`src/rtl/sbsm_pkg.sv`:
```
package sbsm_pkg;

  localparam int CART_RAM_BYTES  = 8192;
  localparam int NAMETABLE_BYTES = 2048;

  localparam int OFFSET_W = 18;
  localparam int CFG_IDX_W = 2;
  localparam int CFG_DATA_W = 3;

  localparam logic [OFFSET_W-1:0] CART_RAM_MASK = OFFSET_W'(CART_RAM_BYTES - 1);
  localparam logic [OFFSET_W-1:0] NAMETABLE_MASK = OFFSET_W'(NAMETABLE_BYTES - 1);

  // Configuration register indexes
  localparam logic [CFG_IDX_W-1:0] CFG_PRG_SIZE_LOG2 = 2'd0;
  localparam logic [CFG_IDX_W-1:0] CFG_CHR_SIZE_LOG2 = 2'd1;
  localparam logic [CFG_IDX_W-1:0] CFG_CHR_IS_RAM    = 2'd2;

  typedef enum logic [1:0] {
    OP_CPU_RD = 2'd0,
    OP_CPU_WR = 2'd1,
    OP_PPU_RD = 2'd2,
    OP_PPU_WR = 2'd3
  } op_t;

  typedef enum logic [2:0] {
    TGT_IGNORED   = 3'd0,
    TGT_INVALID   = 3'd1,
    TGT_OPENBUS   = 3'd2,
    TGT_PRGROM    = 3'd3,
    TGT_PRGRAM    = 3'd4,
    TGT_CHRROM    = 3'd5,
    TGT_CHRRAM    = 3'd6,
    TGT_NAMETABLE = 3'd7
  } target_t;

  typedef struct packed {
    op_t         op;
    logic [15:0] address;
    logic [7:0]  write_data;
  } in_t;

  typedef struct packed {
    target_t             target;
    logic [OFFSET_W-1:0] mem_offset;
    logic                mem_write;
    logic [7:0]          mem_data;
  } out_t;

endpackage

```
`src/rtl/serial_bank_switch_mapper.sv`:
```
// Serial bank-switch mapper: bus address translation.
//
// Input channel (in_valid / in_stall / in_data): one CPU or PPU bus access
// per transfer. Output channel (out_valid / out_stall / out_data): exactly
// one translated access per input transfer, in order: the target memory,
// the byte offset into it, and the write strobe and data.
// CPU writes at 0x8000 and above feed the 5-bit serial load register and
// bank registers; they come out as target "ignored".
//
// An accepted access is registered into the result register, or into the skid
// register while a result waits. Throughput is one access per cycle while
// in_stall is low; the whole translation is one short combinational pass
// into the output stage. A two-entry output stage (result register plus
// skid register) lets one more access in while a result waits; in_stall
// rises only when both entries hold results and is a registered signal.
//
// Reset (rst_n low, synchronous) empties the output stage, puts the bank
// state at its power-on values and the size registers at 16K*16 PRG,
// 8K CHR RAM. The user is to write size registers through the cfg_ port only while idle; the block does not enforce it.
module serial_bank_switch_mapper (
  input  logic                             clk,
  input  logic                             rst_n,
  input  logic                             cfg_we,
  input  logic [sbsm_pkg::CFG_IDX_W-1:0]   cfg_index,
  input  logic [sbsm_pkg::CFG_DATA_W-1:0]  cfg_wdata,
  input  logic                             in_valid,
  output logic                             in_stall,
  input  sbsm_pkg::in_t                    in_data,
  output logic                             out_valid,
  input  logic                             out_stall,
  output sbsm_pkg::out_t                   out_data
);

  // Configuration
  logic [2:0] prg_size_log2_r;
  logic [2:0] chr_size_log2_r;
  logic       chr_is_ram_r;

  // Mapper state
  logic [4:0] serial_shift_r, serial_shift_nxt;
  logic [1:0] mirror_mode_r, mirror_mode_nxt;
  logic [1:0] prg_mode_r, prg_mode_nxt;
  logic       chr_mode_4k_r, chr_mode_4k_nxt;
  logic [4:0] chr_bank_low_r, chr_bank_low_nxt;
  logic [4:0] chr_bank_high_r, chr_bank_high_nxt;
  logic [3:0] prg_bank_r, prg_bank_nxt;

  // Output stage
  logic           out_valid_r;
  sbsm_pkg::out_t out_data_r;
  logic           skid_valid_r;
  sbsm_pkg::out_t skid_data_r;

  sbsm_pkg::out_t res;
  logic           accept;
  logic           out_free;

  logic [2:0]  prg_lg;
  logic [2:0]  chr_lg;
  logic [17:0] prg_mask;
  logic [16:0] chr_mask;
  logic [3:0]  prg_last;
  logic [17:0] prg_off;
  logic [16:0] chr_off;
  logic [17:0] nt_off;
  logic [15:0] ram_rel;
  logic [13:0] ppu_addr;
  logic [4:0]  load_val;
  logic [4:0]  chr_load_val;
  logic        small_chr;
  logic        shift_full;
  logic        is_wr;

  assign accept   = in_valid && !skid_valid_r;
  assign out_free = !out_valid_r || !out_stall;
  assign in_stall  = skid_valid_r;
  assign out_valid = out_valid_r;
  assign out_data  = out_data_r;

  // Size-derived masks
  always_comb begin
    prg_lg   = (prg_size_log2_r > 3'd4) ? 3'd4 : prg_size_log2_r;
    chr_lg   = (chr_size_log2_r > 3'd5) ? 3'd5 : chr_size_log2_r;
    prg_mask = 18'((19'h04000 << prg_lg) - 19'd1);
    chr_mask = 17'((18'h01000 << chr_lg) - 18'd1);
    prg_last = 4'((5'd1 << prg_lg) - 5'd1);
  end

  // Bank offsets
  always_comb begin
    logic upper;
    upper = in_data.address[14];
    ppu_addr = in_data.address[13:0];

    case (prg_mode_r)
      2'd0, 2'd1: prg_off = {prg_bank_r[3:1], in_data.address[14:0]};
      2'd2:       prg_off = {(upper ? prg_bank_r : 4'd0), in_data.address[13:0]};
      default:    prg_off = {(upper ? prg_last : prg_bank_r), in_data.address[13:0]};
    endcase
    prg_off = prg_off & prg_mask;

    if (chr_mode_4k_r) begin
      chr_off = {(ppu_addr[12] ? chr_bank_high_r : chr_bank_low_r), ppu_addr[11:0]};
    end else begin
      chr_off = {chr_bank_low_r[4:1], ppu_addr[12:0]};
    end

    // Subtracting 0x1000 for the 0x3000 mirror leaves bits 11..0 as they are
    case (mirror_mode_r)
      2'd0:    nt_off = {8'd0, ppu_addr[9:0]};
      2'd1:    nt_off = {8'd1, ppu_addr[9:0]};
      2'd2:    nt_off = {7'd0, ppu_addr[10:0]};
      default: nt_off = {7'd0, ppu_addr[11], ppu_addr[9:0]};
    endcase
    nt_off = nt_off & sbsm_pkg::NAMETABLE_MASK;

    ram_rel = in_data.address - 16'h6000;
  end

  // Translation
  always_comb begin
    res.target     = sbsm_pkg::TGT_IGNORED;
    res.mem_offset = '0;
    res.mem_write  = 1'b0;
    is_wr          = (in_data.op == sbsm_pkg::OP_PPU_WR);

    case (in_data.op)
      sbsm_pkg::OP_CPU_RD: begin
        if (in_data.address < 16'h4020) begin
          res.target = sbsm_pkg::TGT_INVALID;
        end else if (in_data.address < 16'h6000) begin
          res.target = sbsm_pkg::TGT_OPENBUS;
        end else if (in_data.address < 16'h8000) begin
          res.target     = sbsm_pkg::TGT_PRGRAM;
          res.mem_offset = {2'd0, ram_rel} & sbsm_pkg::CART_RAM_MASK;
        end else begin
          res.target     = sbsm_pkg::TGT_PRGROM;
          res.mem_offset = prg_off;
        end
      end
      sbsm_pkg::OP_CPU_WR: begin
        if (in_data.address >= 16'h6000 && in_data.address < 16'h8000) begin
          res.target     = sbsm_pkg::TGT_PRGRAM;
          res.mem_offset = {2'd0, ram_rel} & sbsm_pkg::CART_RAM_MASK;
          res.mem_write  = 1'b1;
        end
      end
      sbsm_pkg::OP_PPU_RD, sbsm_pkg::OP_PPU_WR: begin
        if (ppu_addr < 14'h2000) begin
          if (chr_is_ram_r) begin
            res.target     = sbsm_pkg::TGT_CHRRAM;
            res.mem_offset = {1'b0, chr_off & 17'h01FFF};
            res.mem_write  = is_wr;
          end else if (!is_wr) begin
            res.target     = sbsm_pkg::TGT_CHRROM;
            res.mem_offset = {1'b0, chr_off & chr_mask};
          end
        end else if (ppu_addr < 14'h3F00) begin
          res.target     = sbsm_pkg::TGT_NAMETABLE;
          res.mem_offset = nt_off;
          res.mem_write  = is_wr;
        end else if (!is_wr) begin
          res.target = sbsm_pkg::TGT_INVALID;
        end
      end
      default: begin
        res.target = sbsm_pkg::TGT_IGNORED;
      end
    endcase

    res.mem_data = res.mem_write ? in_data.write_data : 8'd0;
  end

  // Serial load register and bank registers
  always_comb begin
    serial_shift_nxt  = serial_shift_r;
    mirror_mode_nxt   = mirror_mode_r;
    prg_mode_nxt      = prg_mode_r;
    chr_mode_4k_nxt   = chr_mode_4k_r;
    chr_bank_low_nxt  = chr_bank_low_r;
    chr_bank_high_nxt = chr_bank_high_r;
    prg_bank_nxt      = prg_bank_r;

    small_chr    = chr_is_ram_r || (chr_size_log2_r <= 3'd1);
    shift_full   = serial_shift_r[0];
    load_val     = {in_data.write_data[0], serial_shift_r[4:1]};
    chr_load_val = small_chr ? {4'd0, load_val[0]} : load_val;

    if (in_data.op == sbsm_pkg::OP_CPU_WR && in_data.address[15]) begin
      if (in_data.write_data[7]) begin
        serial_shift_nxt = 5'h10;
        prg_mode_nxt     = 2'd3;
      end else if (shift_full) begin
        serial_shift_nxt = 5'h10;
        case (in_data.address[14:13])
          2'd0: begin
            mirror_mode_nxt = load_val[1:0];
            prg_mode_nxt    = load_val[3:2];
            chr_mode_4k_nxt = load_val[4];
          end
          2'd1:    chr_bank_low_nxt  = chr_load_val;
          2'd2:    chr_bank_high_nxt = chr_load_val;
          default: prg_bank_nxt      = load_val[3:0];
        endcase
      end else begin
        serial_shift_nxt = load_val;
      end
    end
  end

  always_ff @(posedge clk) begin
    if (!rst_n) begin
      prg_size_log2_r <= 3'd4;
      chr_size_log2_r <= 3'd1;
      chr_is_ram_r    <= 1'b1;
      serial_shift_r  <= 5'h10;
      mirror_mode_r   <= 2'd0;
      prg_mode_r      <= 2'd3;
      chr_mode_4k_r   <= 1'b0;
      chr_bank_low_r  <= 5'd0;
      chr_bank_high_r <= 5'd0;
      prg_bank_r      <= 4'd0;
    end else begin
      if (cfg_we) begin
        case (cfg_index)
          sbsm_pkg::CFG_PRG_SIZE_LOG2: prg_size_log2_r <= cfg_wdata;
          sbsm_pkg::CFG_CHR_SIZE_LOG2: chr_size_log2_r <= cfg_wdata;
          sbsm_pkg::CFG_CHR_IS_RAM:    chr_is_ram_r    <= cfg_wdata[0];
          default: ;
        endcase
      end
      if (accept) begin
        serial_shift_r  <= serial_shift_nxt;
        mirror_mode_r   <= mirror_mode_nxt;
        prg_mode_r      <= prg_mode_nxt;
        chr_mode_4k_r   <= chr_mode_4k_nxt;
        chr_bank_low_r  <= chr_bank_low_nxt;
        chr_bank_high_r <= chr_bank_high_nxt;
        prg_bank_r      <= prg_bank_nxt;
      end
    end
  end

  // Output register with skid entry
  always_ff @(posedge clk) begin
    if (!rst_n) begin
      out_valid_r  <= 1'b0;
      skid_valid_r <= 1'b0;
    end else if (out_free) begin
      if (skid_valid_r) begin
        // drain the skid entry first to keep order
        out_valid_r  <= 1'b1;
        skid_valid_r <= 1'b0;
      end else begin
        out_valid_r <= accept;
      end
    end else if (accept) begin
      skid_valid_r <= 1'b1;
    end
  end

  always_ff @(posedge clk) begin
    if (out_free) begin
      if (skid_valid_r) begin
        out_data_r <= skid_data_r;
      end else if (accept) begin
        out_data_r <= res;
      end
    end else if (accept) begin
      skid_data_r <= res;
    end
  end

  // The skid entry is only ever filled behind a waiting result
  a_skid_behind_out: assert property (@(posedge clk) disable iff (!rst_n)
    skid_valid_r |-> out_valid_r)
    else $error("skid entry valid with empty result register");

  // The marker bit keeps the serial register from ever reading zero
  a_shift_marker: assert property (@(posedge clk) disable iff (!rst_n)
    serial_shift_r != 5'd0)
    else $error("serial load register lost its marker bit");

  // Only writable memories get a write strobe
  a_write_target: assert property (@(posedge clk) disable iff (!rst_n)
    (out_valid_r && out_data_r.mem_write) |->
      (out_data_r.target == sbsm_pkg::TGT_PRGRAM ||
       out_data_r.target == sbsm_pkg::TGT_CHRRAM ||
       out_data_r.target == sbsm_pkg::TGT_NAMETABLE))
    else $error("write strobe on a read-only target");

  // A reset byte always leaves PRG mode at fixed-last-bank
  a_reset_byte: assert property (@(posedge clk) disable iff (!rst_n)
    (accept && in_data.op == sbsm_pkg::OP_CPU_WR && in_data.address[15] &&
     in_data.write_data[7]) |=> (prg_mode_r == 2'd3 && serial_shift_r == 5'h10))
    else $error("reset byte did not restore serial state");

endmodule
```
`config.mk`:
```
export PLATFORM = sky130hd
export DESIGN_NAME = serial_bank_switch_mapper
export DESIGN_NICKNAME = d
export VERILOG_FILES = /design/src/rtl/sbsm_pkg.sv /design/src/rtl/serial_bank_switch_mapper.sv
export SDC_FILE = /design/constraint.sdc
export NUM_CORES = 1
export LEC_CHECK = 0
export ABC_AREA = 1
export BUFFER_PORTS_ARGS = -buffer_cell sky130_fd_sc_hd__buf_2
export CORE_ASPECT_RATIO = 1.2
export CORE_MARGIN = 4
export CORE_UTILIZATION = 32
export DETAILED_ROUTE_END_ITERATION = 12
export PLACE_DENSITY_LB_ADDON = 0.15
export SYNTH_ARGS = -nofsm -noshare
export SYNTH_HDL_FRONTEND = slang
export SYNTH_SLANG_ARGS = --single-unit
export TNS_END_PERCENT = 100
```
`constraint.sdc`:
```
create_clock -name clk -period 3.6 [get_ports clk]
set_input_delay 0.72 -clock clk [delete_from_list [all_inputs] [get_ports clk]]
set_output_delay 0.72 -clock clk [all_outputs]
set_load 0.02 [all_outputs]
```
==> results of run 1 <==
-- cell families after synthesis --
logic type / Yosys count / share of synthesized area, %
AO/OA/AOI/OAI: 93 / 10.9
multiplexers: 1 / 0.218
AND/OR/NAND/NOR: 296 / 28.0
adder cells (fa/ha/maj): 1 / 0.273
flip-flops: 93 / 53.6
XOR/XNOR: 1 / 0.191
buffers and inverters: 78 / 6.70
-- area by class of cell --
type / count / share of cell area [%]
sequential: 93 / 45.6
clock inverter: 7 / 1.67
tap: 171 / 3.96
inverter: 57 / 3.96
clock buffer: 9 / 4.17
timing repair buffer: 70 / 6.63
multi-input combinational: 392 / 34.0
-- metrics by stage --
step | setup WS [ps] | utilization, % | hold WS, ps
floorplan | 895 | - | 439
global placement | 1050 | 36.5 | 454
detailed placement | 940 | 36.5 | 460
CTS | 1300 | 38.7 | 469
global route | 1030 | 38.7 | 499
finish | 1270 | 38.7 | 464
-- cells in the final DEF (no fill, tap or decap) --
cell type / instances
a31oi_1: 1
a211oi_1: 2
clkinv_1: 1
o21ai_0: 39
nor2_2: 4
o2111ai_1: 2
nor3_1: 4
edfxtp_1: 60
clkinvlp_4: 1
nand2_1: 159
a21oi_1: 26
clkinv_4: 1
o31ai_1: 1
clkinvlp_2: 1
xnor2_1: 1
mux2i_1: 1
inv_2: 6
ha_1: 1
nand4_1: 4
nand3_1: 59
nand2_2: 2
inv_1: 51
a21oi_4: 1
nor2_8: 2
nor2_1: 57
o211ai_1: 8
nand2_4: 1
nand3b_1: 1
clkinv_2: 1
nand3_2: 1
buf_4: 3
dfxtp_1: 33
buf_2: 67
nor3_4: 2
clkbuf_16: 9
bufinv_16: 2
o21ai_1: 13
-- worst max-delay path by stage --
| stage | from | to | slack [ps] | cells after the start |
|---|---|---|---|---|
| after global routing | in_data[21] | out_data[1]$_DFFE_PP_ | 1030 | 9 |
| after floorplan | in_valid | out_data[0]$_DFFE_PP_ | 890 | 2 |
| after detailed placement | in_data[21] | out_data[4]$_DFFE_PP_ | 940 | 9 |
| final | in_data[21] | out_data[4]$_DFFE_PP_ | 1270 | 9 |
| after CTS | in_data[21] | out_data[4]$_DFFE_PP_ | 1300 | 9 |
| after global placement | in_data[21] | out_data[6]$_DFFE_PP_ | 1050 | 9 |
-- worst reg2reg max path: cells and delay by family, from the launching register on --
family,cells,cell delay [ps]
AO/OA/AOI/OAI,1,830
flip-flops,1,340
buffers and inverters,1,330
AND/OR/NAND/NOR,1,180
-- power by group --
part | total (mW) | internal (mW) | switching (mW)
Combinational | 0.277 | 0.0799 | 0.197
Clock | 1.00 | 0.604 | 0.396
Sequential | 1.20 | 1.19 | 0.0159
Total | 2.48 | 1.87 | 0.609
-- layer usage --
layer,global-route usage [%],vias up
met5,0,-
met4,6.79,0
met3,2.82,19
met1,19.4,1809
li1,-,1994
met2,24.4,118
-- registers in the layout, indices dropped and copies added, names as in the netlist --
name             cells
chr_bank_high_r      5
chr_bank_low_r       5
chr_is_ram_r         1
chr_mode_4k_r        1
chr_size_log2_r      3
in_stall             1
mirror_mode_r        2
out_data            30
out_valid            1
prg_bank_r           4
prg_mode_r           2
prg_size_log2_r      3
serial_shift_r       5
skid_data_r         30
==> summary.md, run 1 <==
| Metric | Value |
|---|---|
| GRT Util Overall | `15.0%` |
| Vias per inst | `4.93` |
| Gpl congestion | `0.833` |
| # fillers | `around 1,400` |
| Placed Area | `slightly above 5000 µm²` |
| Routed WL | `about 12,000 µm` |
| HPWL Detailed | `8460 µm` |
| Clk Tree Root Cell | `clkbuf_16` |
| CTS tree | `done` |
| Top routing layer in use | `met4` |
| Largest net degree at the start of global routing | `33` |
| CP cell instances | `buf_2 > nand2_1 > nor2_2 > nand2_1 > nand2_1 > inv_2 > nor2_1 > nand2_1 > nand2_1` |
| Critical Path Fanout Max | `19` |
| Syn_area_per_cell | `8.15 µm²` |
| Critical Path Max Stage Delay | `approximately 500 ps` |
| ANT nets after route | `0` |
| Num CTS Buffers | `9` |
| Distinct cells, synth | `32` |
| Vias | `3,940` |
| Post-synthesis cell count | `563` |
| Initial Util | `roughly 33%` |
| Die Y | `~140 µm` |
| EDFF count, synth | `60` |
| Setup CP Type | `primary input to flop` |
| Async set or reset register ratio after synthesis | `0%` |
| Area leader, netlist | `edfxtp_1` |
| Resize count post-CTS | `0` |
| Area Overhead vs Synth | `17.6%` |
| TNS Setup | `0 ps` |
| Final Hold Vio Count | `0` |
| Bufs on Longest Clock Path | `2` |
| Worst hold path type | `flop to flop` |
| Worst path slowest cell | `nor2_2` |
| Layout Skew | `roughly 4.1 ps` |
| Std-Cell Rows | `47` |
| Share of cells above drive strength 1 | `about 17%` |
| Worst path bufs/invs | `2` |
| RSZ-0062 raised after global routing | `false` |
| Die area | `between 15,000 and 20,000 µm²` |
| Dominant cells by area after synthesis | `edfxtp_1 39%, dfxtp_1 14%, nand2_1 13%, nand3_1 6.4%, nor2_1 4.7%` |
| Final instance area | `around 5400 µm²` |
| Status | `complete, no violations` |
| Dominant synthesized flop cell | `edfxtp_1` |
| Per-cell routed wire length | `15.0 µm` |
| Hold Path Sink | `prg_bank_r[1]$_SDFFE_PN0P_` |
| Fmax | `430 MHz` |
| Total power | `2.48 mW` |
| Port Buf Inserts | `67` |
| Fin crit period | `~2300 ps` |
| Worst-margin pin slew | `about 1100 ps` |
| Multi-input combinational cell area | `roughly 1800 µm²` |
| Final setup viols | `0` |
| Leak | `around 2.4 nW` |
| Post-synth top cells | `159 x nand2_1, 60 x edfxtp_1, 59 x nand3_1` |
| Hold path cells | `2` |
| Clock transition at path regs | `approximately 60 ps` |
| Initial antenna violation count | `0` |
| DRC | `0` |
| Inserted Diodes | `0` |
| Met2 wire length | `roughly 5700 µm` |
| Final period utilization | `between 60% and 70%` |
| Dpl cells | `~780` |
| Reg2reg setup slack | `1520 ps` |
| H-tree levels | `3` |
| Warnings from Yosys | `0` |
| Register-to-Register Path Depth | `3` |
| Cell with the most instances after synthesis | `nand2_1` |
| Required @ worst endpoint | `about 3800 ps` |
| I/O pins | `between 60 and 70` |
| Die W | `around 120 µm` |
| Netlist Area Pre-Place | `4590 µm²` |
| #FFs+latches synth | `93` |
| Mapped Nets | `600` |
| Post-synthesis sequential area ratio | `between 50% and 60%` |
| Post-route insts no fill | `approximately 800` |
| Area taken by flip-flops and latches | `~2500 µm²` |
| First DRT Iteration DRCs | `roughly 250` |
| First drt pass iteration count | `4` |
| Post-CTS Setup Bufs | `0` |
| Worst Setup End Kind | `flop` |
| Core Area | `roughly 14,000 µm²` |
| Final nets | `660` |
| Arr. time, crit path | `2550 ps` |
| Clock Sink Count | `93` |
| Reg-to-Reg End | `out_data[18]$_DFFE_PP_` |
| M1 wire length | `approximately 5400 µm` |
| Clock Latency Late Sink | `350 ps` |
| Max Cap Viol | `0` |
| CTS Hold Bufs | `0` |
| Wire length on met3 | `about 630 µm` |
| Vias in the first global route | `3,781` |
| Delay-heaviest family, CP | `simple AND/OR/NAND/NOR gates` |
| Slew HR | `between 20 and 30%` |
| GRT overflow | `0` |
| Max rail drop VDD | `roughly 0.25 mV` |
| Hold Crit Start | `prg_bank_r[1]$_SDFFE_PN0P_` |
| Pwr/cell area | `between 400 and 500 nW/µm²` |
| Worst r2r src | `in_stall$_SDFFE_PP0P_` |
| CP dominant cell by count | `nand2_1` |
| Global-route wire length before repair | `roughly 20,000 µm` |
| Post-synth top area share | `roughly 40%` |
| Crit path launch type | `primary input` |
| Final slew viol count | `0` |
(Power assumes the default switching activity.)
==> run 2, diff against run 1 <==
--- a/config.mk
+++ b/config.mk
@@ -5,7 +5,7 @@
 export SDC_FILE = /design/constraint.sdc
 export NUM_CORES = 1
 export LEC_CHECK = 0
-export ABC_AREA = 1
+export ABC_AREA = 0
 export BUFFER_PORTS_ARGS = -buffer_cell sky130_fd_sc_hd__buf_2
 export CORE_ASPECT_RATIO = 1.2
 export CORE_MARGIN = 4
==> constraint.sdc (replaced) <==
create_clock -name clk -period 2.3 [get_ports clk]
set_input_delay 0.46 -clock clk [delete_from_list [all_inputs] [get_ports clk]]
set_output_delay 0.46 -clock clk [all_outputs]
set_load 0.02 [all_outputs]
==> run 2 against run 1 <==
  * Largest cell class unchanged
  * Clock power up 71%
  * Clock skew grew 5.1 ps
  * Core utilization up 1.6 points
  * Largest power group unchanged
  * Highest routed layer unchanged
  * Area after synthesis shrank 7.1%
==> summary.md, run 2 <==
| Metric | Value |
|---|---|
| Gpl congestion | `0.771 (was 0.833)` |
| Setup CP Type | `flop to flop (was primary input to flop)` |
| Pwr/cell area | `764 nW/µm² (was 460 nW/µm²)` |
| Area Overhead vs Synth | `21.3% (was 17.6%)` |
| Final nets | `471 (was 660)` |
| Core Area | `12,800 µm² (was 13,900 µm²)` |
| Max rail drop VDD | `0.305 mV (was 0.249 mV)` |
| Clock Sink Count | `93 (unchanged)` |
| Required @ worst endpoint | `2480 ps (was 3820 ps)` |
| Area leader, netlist | `edfxtp_1 (unchanged)` |
| CTS tree | `done (unchanged)` |
| Die W | `113 µm (was 117 µm)` |
| Dominant synthesized flop cell | `edfxtp_1 (unchanged)` |
| Critical Path Fanout Max | `5 (was 19)` |
| GRT Util Overall | `13.5% (was 15.0%)` |
| Area taken by flip-flops and latches | `2460 µm² (about the same)` |
| Status | `complete, no violations (unchanged)` |
| Post-synth top cells | `60 x edfxtp_1, 33 x dfxtp_1, 31 x nand2_1 (was 159 x nand2_1, 60 x edfxtp_1, 59 x nand3_1)` |
| Crit path launch type | `flop (was primary input)` |
| Global-route wire length before repair | `16,000 µm (was 19,600 µm)` |
| Dominant cells by area after synthesis | `edfxtp_1 42%, dfxtp_1 15%, mux2i_1 4.7%, a22o_1 3.7%, nor2b_1 3.2% (was edfxtp_1 39%, dfxtp_1 14%, nand2_1 13%, nand3_1 6.4%, nor2_1 4.7%)` |
| I/O pins | `68 (unchanged)` |
| Share of cells above drive strength 1 | `26.9% (was 16.6%)` |
| # fillers | `1,262 (was 1,417)` |
| Post-synthesis cell count | `365 (was 563)` |
| Arr. time, crit path | `2010 ps (was 2550 ps)` |
| Initial antenna violation count | `0 (unchanged)` |
| First DRT Iteration DRCs | `161 (was 253)` |
| Worst path slowest cell | `or4_1 (was nor2_2)` |
| Slew HR | `29.2% (was 28.6%)` |
| RSZ-0062 raised after global routing | `false (unchanged)` |
| CTS Hold Bufs | `0 (unchanged)` |
| ANT nets after route | `0 (unchanged)` |
| Clk Tree Root Cell | `clkbuf_16 (unchanged)` |
| Fin crit period | `approximately 1800 ps` |
| Reg2reg setup slack | `470 ps (was 1520 ps)` |
| Post-synth top area share | `42.3% (was 39.2%)` |
| Worst hold path type | `primary input to flop (was flop to flop)` |
| Layout Skew | `9.18 ps (was 4.12 ps)` |
| Clock Latency Late Sink | `340 ps (was 350 ps)` |
| Final Hold Vio Count | `0 (unchanged)` |
| EDFF count, synth | `60 (unchanged)` |
| Netlist Area Pre-Place | `4260 µm² (was 4590 µm²)` |
| CP cell instances | `or3_1 > ha_1 > xnor2_1 > or4_1 > o211ai_1 (was buf_2 > nand2_1 > nor2_2 > nand2_1 > nand2_1 > inv_2 > nor2_1 > nand2_1 > nand2_1)` |
| Port Buf Inserts | `67 (unchanged)` |
| TNS Setup | `0 ps (unchanged)` |
| First drt pass iteration count | `4 (unchanged)` |
| Worst Setup End Kind | `flop (unchanged)` |
| Vias | `2,964 (was 3,940)` |
| Leak | `1.97 nW (was 2.40 nW)` |
| GRT overflow | `0 (unchanged)` |
| Clock transition at path regs | `70 ps (was 60 ps)` |
| Die area | `15,200 µm² (was 16,300 µm²)` |
| Critical Path Max Stage Delay | `470 ps (was 510 ps)` |
| Final period utilization | `79.5%` |
| Mapped Nets | `402 (was 600)` |
| Cell with the most instances after synthesis | `edfxtp_1 (was nand2_1)` |
| Max Cap Viol | `0 (unchanged)` |
| Hold slack | `370 ps (was 464 ps)` |
| Commonest non-fill, non-tap cell in the layout | `buf_2 (was nand2_1)` |
| Distinct cells, synth | `51 (was 32)` |
| H-tree levels | `3 (unchanged)` |
| Post-synthesis sequential area ratio | `57.7% (was 53.6%)` |
| Per-cell routed wire length | `16.2 µm (was 15.0 µm)` |
| Async set or reset register ratio after synthesis | `0% (unchanged)` |
| Commonest cells after routing, fill and taps aside | `67 x buf_2, 60 x edfxtp_1, 32 x dfxtp_1 (was 159 x nand2_1, 67 x buf_2, 60 x edfxtp_1)` |
| Num CTS Buffers | `9 (unchanged)` |
| Syn_area_per_cell | `11.7 µm² (was 8.15 µm²)` |
| Routed WL | `9760 µm (was 11,900 µm)` |
| #FFs+latches synth | `93 (unchanged)` |
| Worst-margin pin slew | `1060 ps (was 1070 ps)` |
| HPWL Detailed | `7160 µm (was 8460 µm)` |
| Fmax | `between 500 and 600 MHz` |
| Largest net degree at the start of global routing | `37 (was 33)` |
| Std-Cell Rows | `45 (was 47)` |
| Bufs on Longest Clock Path | `2 (unchanged)` |
| Initial Util | `33.2% (was 32.9%)` |
| Vias in the first global route | `3,026 (was 3,781)` |
| DRC | `0 (unchanged)` |
| Die Y | `134 µm (was 139 µm)` |
| Vias per inst | `4.92 (was 4.93)` |
| Warnings from Yosys | `0 (unchanged)` |
| Final setup viols | `0 (unchanged)` |
| Multi-input combinational cell area | `1700 µm² (was 1830 µm²)` |
| Post-CTS Setup Bufs | `0 (unchanged)` |
| Inserted Diodes | `0 (unchanged)` |
| Final slew viol count | `0 (unchanged)` |
| Resize count post-CTS | `0 (unchanged)` |
-- run 2: layout make-up --
type / count / area share [%]
clock inverter: 6 / 2.30
sequential: 93 / 47.6
timing repair buffer: 80 / 8.37
clock buffer: 10 / 4.43
tap: 164 / 3.97
multi-input combinational: 245 / 32.9
inverter: 5 / 0.363
-- run 2: kinds of logic (layout without fill, tap and decap cells) --
| family | after synthesis | in the layout | share of synthesized area, % |
|---|---|---|---|
| AND/OR/NAND/NOR | 147 | 147 | 20.6 |
| flip-flops | 93 | 93 | 57.7 |
| AO/OA/AOI/OAI | 66 | 66 | 10.9 |
| multiplexers | 30 | 30 | 7.34 |
| buffers and inverters | 27 | 101 | 2.96 |
| adder cells (fa/ha/maj) | 1 | 1 | 0.293 |
| XOR/XNOR | 1 | 1 | 0.205 |
-- run 2: per-layer routing --
| metal | GRT usage [%] | vias up | wire length (µm) |
|---|---|---|---|
| met2 | 22.7 | 64 | 4820 |
| met3 | 3.45 | 7 | 465 |
| met5 | 0 | - | 0 |
| li1 | - | 1491 | - |
| met1 | 16.7 | 1402 | 4360 |
| met4 | 4.94 | 0 | 110 |
-- run 2: stage by stage --
stage | worst slack [ps] | cell area [µm²] | total power, mW | cells | util (%)
4_1_cts | 461 | 5170 | 4.01 | 603 | 40.3
2_1_floorplan | 83.6 | 4290 | 2.14 | 365 | -
3_5_place_dp | 126 | 4820 | 2.28 | 587 | 37.6
3_3_place_gp | 147 | 4820 | 2.27 | 587 | 37.6
5_1_grt | 297 | 5170 | 4.13 | 603 | 40.3
6_report | 471 | 5170 | 3.95 | 603 | 40.3
-- run 2: report_power, final --
| group | switching (mW) | internal (mW) |
|---|---|---|
| sequential | 0.0200 | 1.85 |
| clock | 0.637 | 1.08 |
| combinational | 0.228 | 0.140 |
-- run 2: final timing paths --
| kind | from | endpoint | cells after the start |
|---|---|---|---|
| setup / recovery | chr_size_log2_r[0]$_SDFFE_PN1P_ | out_data[23]$_DFFE_PP_ | 5 |
| hold / removal | cfg_wdata[2] | prg_size_log2_r[2]$_SDFFE_PN1P_ | 3 |
| setup reg to reg | chr_size_log2_r[0]$_SDFFE_PN1P_ | out_data[23]$_DFFE_PP_ | 5 |
| hold reg to reg | chr_bank_low_r[3]$_SDFFE_PN0P_ | chr_bank_low_r[3]$_SDFFE_PN0P_ | 2 |
-- run 2: worst max-delay path, delay by kind of cell, from the launching register on --
kind                       cells  cell delay, ps
and+or+nand+nor                2             880
adders and majority gates      1             210
DFF                            1             350
AOI/OAI and AO/OA              1             100
xor gates and xnor gates       1             130
